`config.mk`:
```
export PLATFORM = sky130hd
export DESIGN_NAME = rpa_ctrl
export DESIGN_NICKNAME = d
export VERILOG_FILES = /design/src/rtl/rpa_pkg.sv /design/src/rtl/rpa_ctrl.sv
export SDC_FILE = /design/constraint.sdc
export NUM_CORES = 1
export LEC_CHECK = 0
export BUFFER_PORTS_ARGS = -buffer_cell sky130_fd_sc_hd__buf_2
export CAP_MARGIN = 30
export CELL_PAD_IN_SITES_DETAIL_PLACEMENT = 0
export CELL_PAD_IN_SITES_GLOBAL_PLACEMENT = 2
export CORE_MARGIN = 5
export CORE_UTILIZATION = 26
export CTS_CLUSTER_SIZE = 25
export DETAILED_ROUTE_END_ITERATION = 16
export GPL_TIMING_DRIVEN = 0
export PLACE_DENSITY_LB_ADDON = 0.1
export SLEW_MARGIN = 20
export SYNTH_ARGS = -nofsm -noshare
export SYNTH_HDL_FRONTEND = slang
export SYNTH_SLANG_ARGS = --single-unit
```
`constraint.sdc`:
```
create_clock -name clock -period 1.3 [get_ports clock]
set_input_delay 0.13 -clock clock [delete_from_list [all_inputs] [get_ports clock]]
set_output_delay 0.13 -clock clock [all_outputs]
set_load 0.02 [all_outputs]
```
`src/rtl/rpa_pkg.sv`:
```
// Shared constants, codes and item types of the page allocator.
`default_nettype none
package rpa_pkg;

   // Geometry
   localparam int NUM_PAGES  = 65536;
   localparam int PAGE_BYTES = 4096;
   localparam int PAGE_SHIFT = $clog2(PAGE_BYTES);
   localparam int PAGE_W     = $clog2(NUM_PAGES);
   localparam int DEPTH_W    = PAGE_W + 1;

   // Field widths
   localparam int OP_W      = 2;
   localparam int ADDR_W    = 32;
   localparam int AMOUNT_W  = 16;
   localparam int STATUS_W  = 3;
   localparam int COUNT_W   = 16;
   localparam int FREE_W    = 17;
   localparam int FIRST_W   = 16;
   localparam int COUNT_MAX = 65535;

   // Configuration port
   localparam int CSR_ADDR_W = 3;
   localparam int CSR_DATA_W = 32;
   localparam logic [CSR_ADDR_W-3:0] REG_FIRST_PAGE = 1'b0;

   // Operation codes
   localparam logic [OP_W-1:0] OP_ALLOC = 2'd0;
   localparam logic [OP_W-1:0] OP_FREE  = 2'd1;
   localparam logic [OP_W-1:0] OP_ADD   = 2'd2;
   localparam logic [OP_W-1:0] OP_READ  = 2'd3;

   // Status codes
   localparam logic [STATUS_W-1:0] ST_OK           = 3'd0;
   localparam logic [STATUS_W-1:0] ST_EMPTY        = 3'd1;
   localparam logic [STATUS_W-1:0] ST_MISALIGNED   = 3'd2;
   localparam logic [STATUS_W-1:0] ST_RANGE        = 3'd3;
   localparam logic [STATUS_W-1:0] ST_ALREADY_FREE = 3'd4;

   typedef struct packed {
      logic [OP_W-1:0]            operation;
      logic [ADDR_W-1:0]          address;
      logic signed [AMOUNT_W-1:0] amount;
   } req_item_type;

   typedef struct packed {
      logic [STATUS_W-1:0] status;
      logic [ADDR_W-1:0]   page_address;
      logic [COUNT_W-1:0]  ref_count;
      logic [FREE_W-1:0]   free_count;
   } rsp_item_type;

   // Controller to datapath
   typedef struct packed {
      logic              clear;
      logic [PAGE_W-1:0] clear_addr;
      logic              accept;
      logic              exec;
   } rpa_cmd_type;

   // Datapath to controller
   typedef struct packed {
      logic skid_full;
   } rpa_stat_type;

endpackage
`default_nettype wire

```
`src/rtl/rpa_ctrl.sv`:
```
// Controller: count table clearing sweep and per-item sequencing.
`default_nettype none
module rpa_ctrl
   import rpa_pkg::*;
(
   input  wire logic         clock,
   input  wire logic         reset,
   input  wire logic         req_valid,
   output logic              req_ready,
   input  wire rpa_stat_type stat,
   output rpa_cmd_type       cmd
);

   localparam logic [1:0] S_CLEAR = 2'd0;
   localparam logic [1:0] S_IDLE  = 2'd1;
   localparam logic [1:0] S_EXEC  = 2'd2;

   logic [1:0]        state_ff, state_in;
   logic [PAGE_W-1:0] clear_addr_ff, clear_addr_in;

   assign req_ready = (state_ff == S_IDLE) && !stat.skid_full;

   always_comb begin
      cmd.clear      = (state_ff == S_CLEAR);
      cmd.clear_addr = clear_addr_ff;
      cmd.accept     = req_valid && req_ready;
      cmd.exec       = (state_ff == S_EXEC);
   end

   always_comb begin
      state_in      = state_ff;
      clear_addr_in = clear_addr_ff;
      unique case (state_ff)
         S_CLEAR: begin
            clear_addr_in = clear_addr_ff + PAGE_W'(1);
            if (&clear_addr_ff) begin
               state_in = S_IDLE;
            end
         end
         S_IDLE: begin
            if (cmd.accept) begin
               state_in = S_EXEC;
            end
         end
         S_EXEC: begin
            state_in = S_IDLE;
         end
         default: begin
            state_in = S_CLEAR;
         end
      endcase
   end

   always_ff @(posedge clock) begin
      if (reset) begin
         state_ff      <= S_CLEAR;
         clear_addr_ff <= '0;
      end else begin
         state_ff      <= state_in;
         clear_addr_ff <= clear_addr_in;
      end
   end

endmodule
`default_nettype wire

```
# Yosys cells after proc, flatten, opt, wreduce, memory -nomap -nowiden
# Index checks and enable logic that the tools add are counted.
[word_totals]
reg_bits = 18
inputBits = 4
out_inout_bits = 20
wordCells = 16
[op_classes]
addsub = 1
n_eq_ne = 4
n_mux = 3
reduce_logical = 6
[op_table]
columns = ["cell", "n"]
rows = [
  ["$add 16x1->16 const B", 1],
  ["$reduce_and 16->1", 1],
  ["$pmux 2 s3", 1],
  ["$mux 2", 2],
  ["$eq 2x1->1 const B", 1],
  ["$eq 2x2->1 const B", 1],
  ["$logic_and 1x1->1", 2],
  ["$logic_not 2->1", 1],
  ["$ne 2x1->1 const B", 1],
  ["$ne 2x2->1 const B", 1],
  ["$reduce_and 2->1", 1],
  ["$logic_not 1->1", 1],
]

# Logic depth before layout (Yosys ltp)
[depth]
word_depth = 5
depth_mapped = 5
mapped_depth_nobuf = 4

# Least setup slack after synthesis
# OpenSTA, ideal clock, no wires.
[synth_timing]
kind = "register -> register"
startpoint = "register clear_addr_ff[3]"
endpoint = "register clear_addr_ff[13]"
setup_time_ps = 70
arrival_time_ps = 1568
t_required_ps = 1230
setup_slack_ps = -338
stages_incl_launch_ff = 6
n_path_buf = 1
period_less_slack_ps = 1638
cell_sequence = "dfxtp_1 nor4bb_1 buf_4 nand4_4 or3_1 a21oi_1"
[synth_between]
elab_chain_len = 1
[synth_lines]
columns = ["item", "line_no", "source"]
rows = [
  ["from (decl)", "rpa_ctrl.sv:19", "logic [PAGE_W-1:0] clear_addr_ff, clear_addr_in;"],
  ["from (signal assigned)", "rpa_ctrl.sv:60", "clear_addr_ff <= clear_addr_in;"],
  ["$add 16x1->16", "rpa_ctrl.sv:35", "clear_addr_in = clear_addr_ff + PAGE_W'(1);"],
]
# Every way passes these cells.
# A chain may end at the register's enable or synchronous reset.

# Worst setup path in the final report
[layout_timing]
startpoint = "register clear_addr_ff[2]"
endpoint = "register clear_addr_ff[15]"
# Same word-level chain as after synthesis.

==> impl_metrics.toml <==
[outcome]
status = "complete, but fails checks"
violations = "setup timing"

[timing]
hold_viol = 0
fin_worst_skew_ns = 0.00764
slew_headroom_pct = 68.9
worst_pin_slew_ns = 0.466
rsz0062_at_grt = "true"
max_freq_ghz = 0.667
setup_viol = 16
drv_slew = 0
finalCriticalPeriod_ns = 1.50
fin_crit_sh_pct = 115
timing.hold.ws_ns = 0.0686
setup_ws_ns = -0.199

[finish]
final_cell_mix = "buf_2 (19), nor2_1 (11), buf_4 (10)"
antennaDiodeCount = 0
final_common_cell = "buf_2"
nets = 134
drive_gt1_share_pct = 43.8
stdcell_area_um2 = 1170
area_delta_synth_final_pct = 41.3
fillers = 338
register_area_um2 = 380
multi_input_area_um2 = 495

[yosys]
synthesis.nets = 99
syn_area_per_cell_um2 = 8.82
netlist_area_um2 = 830
ys_warn_count = 0
synth_cells = 94
ys_seq_area_share_pct = 43.4
synth_cell_types = 24
ys_ff_latch = 18

[place]
gp_congestion = 0.694
placed_cell_area_um2 = 1010
dp_hpwl_mm = 1.46
place_ws_ns = -0.285
port_buffers = 22

[detailed_routing]
via_per_inst = 4.65
firstDrtPassIters = 4
routed_wirelength_mm = 2.13
avgRoutedWirePerCell_um = 12.4
drc = 0
postRouteAntennaNets = 0
initialDrtViolationCount = 25
dr_total_vias = 799

[clock_tree]
cts_tree = "built"
cts.sinks = 18
htree_levels = 1
cts-root-buf = "clkbuf_4"
cts_buffers = 3
cts_max_path_buffers = 2
clk_latency_ns = 0.29
clk_pin_slew_worst_paths_ns = 0.11

[hold_path]
hp-start = "reset"
hold_path_depth = 2
min_path_type = "in -> reg"

[setup_path]
critPathMaxFanout = 7
worst_r2r_path_depth = 5
timing.rr.start = "clear_addr_ff[2]"
crit_path_start_kind = "flip-flop"
cp-end-kind = "flip-flop"
cp_data_arrival_time_ns = 1.73
cp_data_required_time_ns = 1.53
worstSetupPathType = "reg -> reg"
setup.worst_path.start = "clear_addr_ff[2]"

[power_and_ir_drop]
ir_drop_mv = 0.693
p_per_area_nw_per_um2 = 785
p_leak_uw = 0.000490

[floorplanning]
pin_count = 24
fp.dieArea_um2 = 4420
fp.dieW_um = 66.5
fp.coreArea_um2 = 3050
initial_utilization_pct = 27.2
num_rows = 20
die_y_um = 66.5

[global_route]
antenna_found_initial = 0
grt_pass1_vias = 755
overflow = 0
grt_max_degree = 11
grt_pass1_wl_mm = 3.49
track_usage_pct = 10.2

[flow_run]
cap_violations = 0
-- final timing paths --
path | end | slack (ns)
hold reg to reg | clear_addr_ff[7] | 0.52
setup reg to reg | clear_addr_ff[15] | -0.20
hold / removal | state_ff[0] | 0.07
setup / recovery | clear_addr_ff[15] | -0.20
-- where the power goes --
group	internal [uW]	switching, uW
Sequential	554	7.43
Clock	119	170
Combinational	27.1	42.3
Total	701	220
-- layer usage --
layer	track usage, %	wire, um	vias up
li1	-	-	399
met5	0	0	-
met4	2.28	17	0
met1	11.6	970	387
met3	3.71	72	2
met2	18.1	1070	11
-- layout make-up --
| type | instances | area share (%) |
|---|---|---|
| sequential | 18 | 32.4 |
| tap | 44 | 4.70 |
| timing repair buffer | 30 | 16.1 |
| inverter | 2 | 0.640 |
| clock buffer | 4 | 2.24 |
| buffer | 3 | 1.60 |
| multi-input combinational | 71 | 42.3 |
-- cell families (layout without fill, tap and decap cells) --
family	count (synthesis)	in the layout	share of synthesized area, %
fa+ha+maj	1	1	1.51
flops	18	18	43.4
compound gates	16	16	9.65
buf+inv	5	39	3.17
simple gates	45	45	32.7
xor+xnor	9	9	9.50
-- cells in the mapped netlist, drive strengths merged --
master  count  share of area [%]
nand2b      1               0.75
dfxtp      18                 43
xor2        7                7.4
nand2       6                2.7
and2        1               0.75
inv         2               0.91
ha          1                1.5
clkbuf      1               0.45
and3        1               0.75
buf         2                1.8
nor4bb      1                1.2
a21oi       9                5.4
o21ai       7                4.2
and4        2                2.3
nand3       6                3.6
nor2       12                5.4
or4         1               0.91
xnor2       2                2.1
nor3b       1               0.91
nand4       5                7.4
nor2b       2                1.5
or3         6                4.5
-- flip-flops by register name, indices dropped and copies added (netlist names) --
| signal | cells |
|---|---|
| clear_addr_ff | 16 |
| state_ff | 2 |
-- per-stage QoR --
stage	instances	setup TNS [ns]	utilization, %	total power [uW]
after floorplan	94	-1.16	-	619
after global placement	160	-1.96	33.2	642
after detailed placement	160	-1.98	33.2	641
after CTS	168	-1.74	36.2	943
after global routing	172	-3.80	38.4	977
final	172	-2.23	38.4	921
-- worst max-delay path, cell delays in order (launching register included) --
cell	delay (ns)
dfxtp_4	0.36
nor4bb_4	0.27
buf_4	0.19
nand4_4	0.15
or3_1	0.34
a21oi_1	0.13
-- repair_timing --
action | 4_1_cts | 5_1_grt
pin swaps | 2 | 2
endpoints found under the hold margin | 0 | 0
hold buffers | 0 | 0
endpoints found under the setup margin | 15 | 17
gates resized for setup | 10 | 10
gates cloned | 0 | 0
setup buffers | 4 | 4
(Power assumes the default switching activity.)
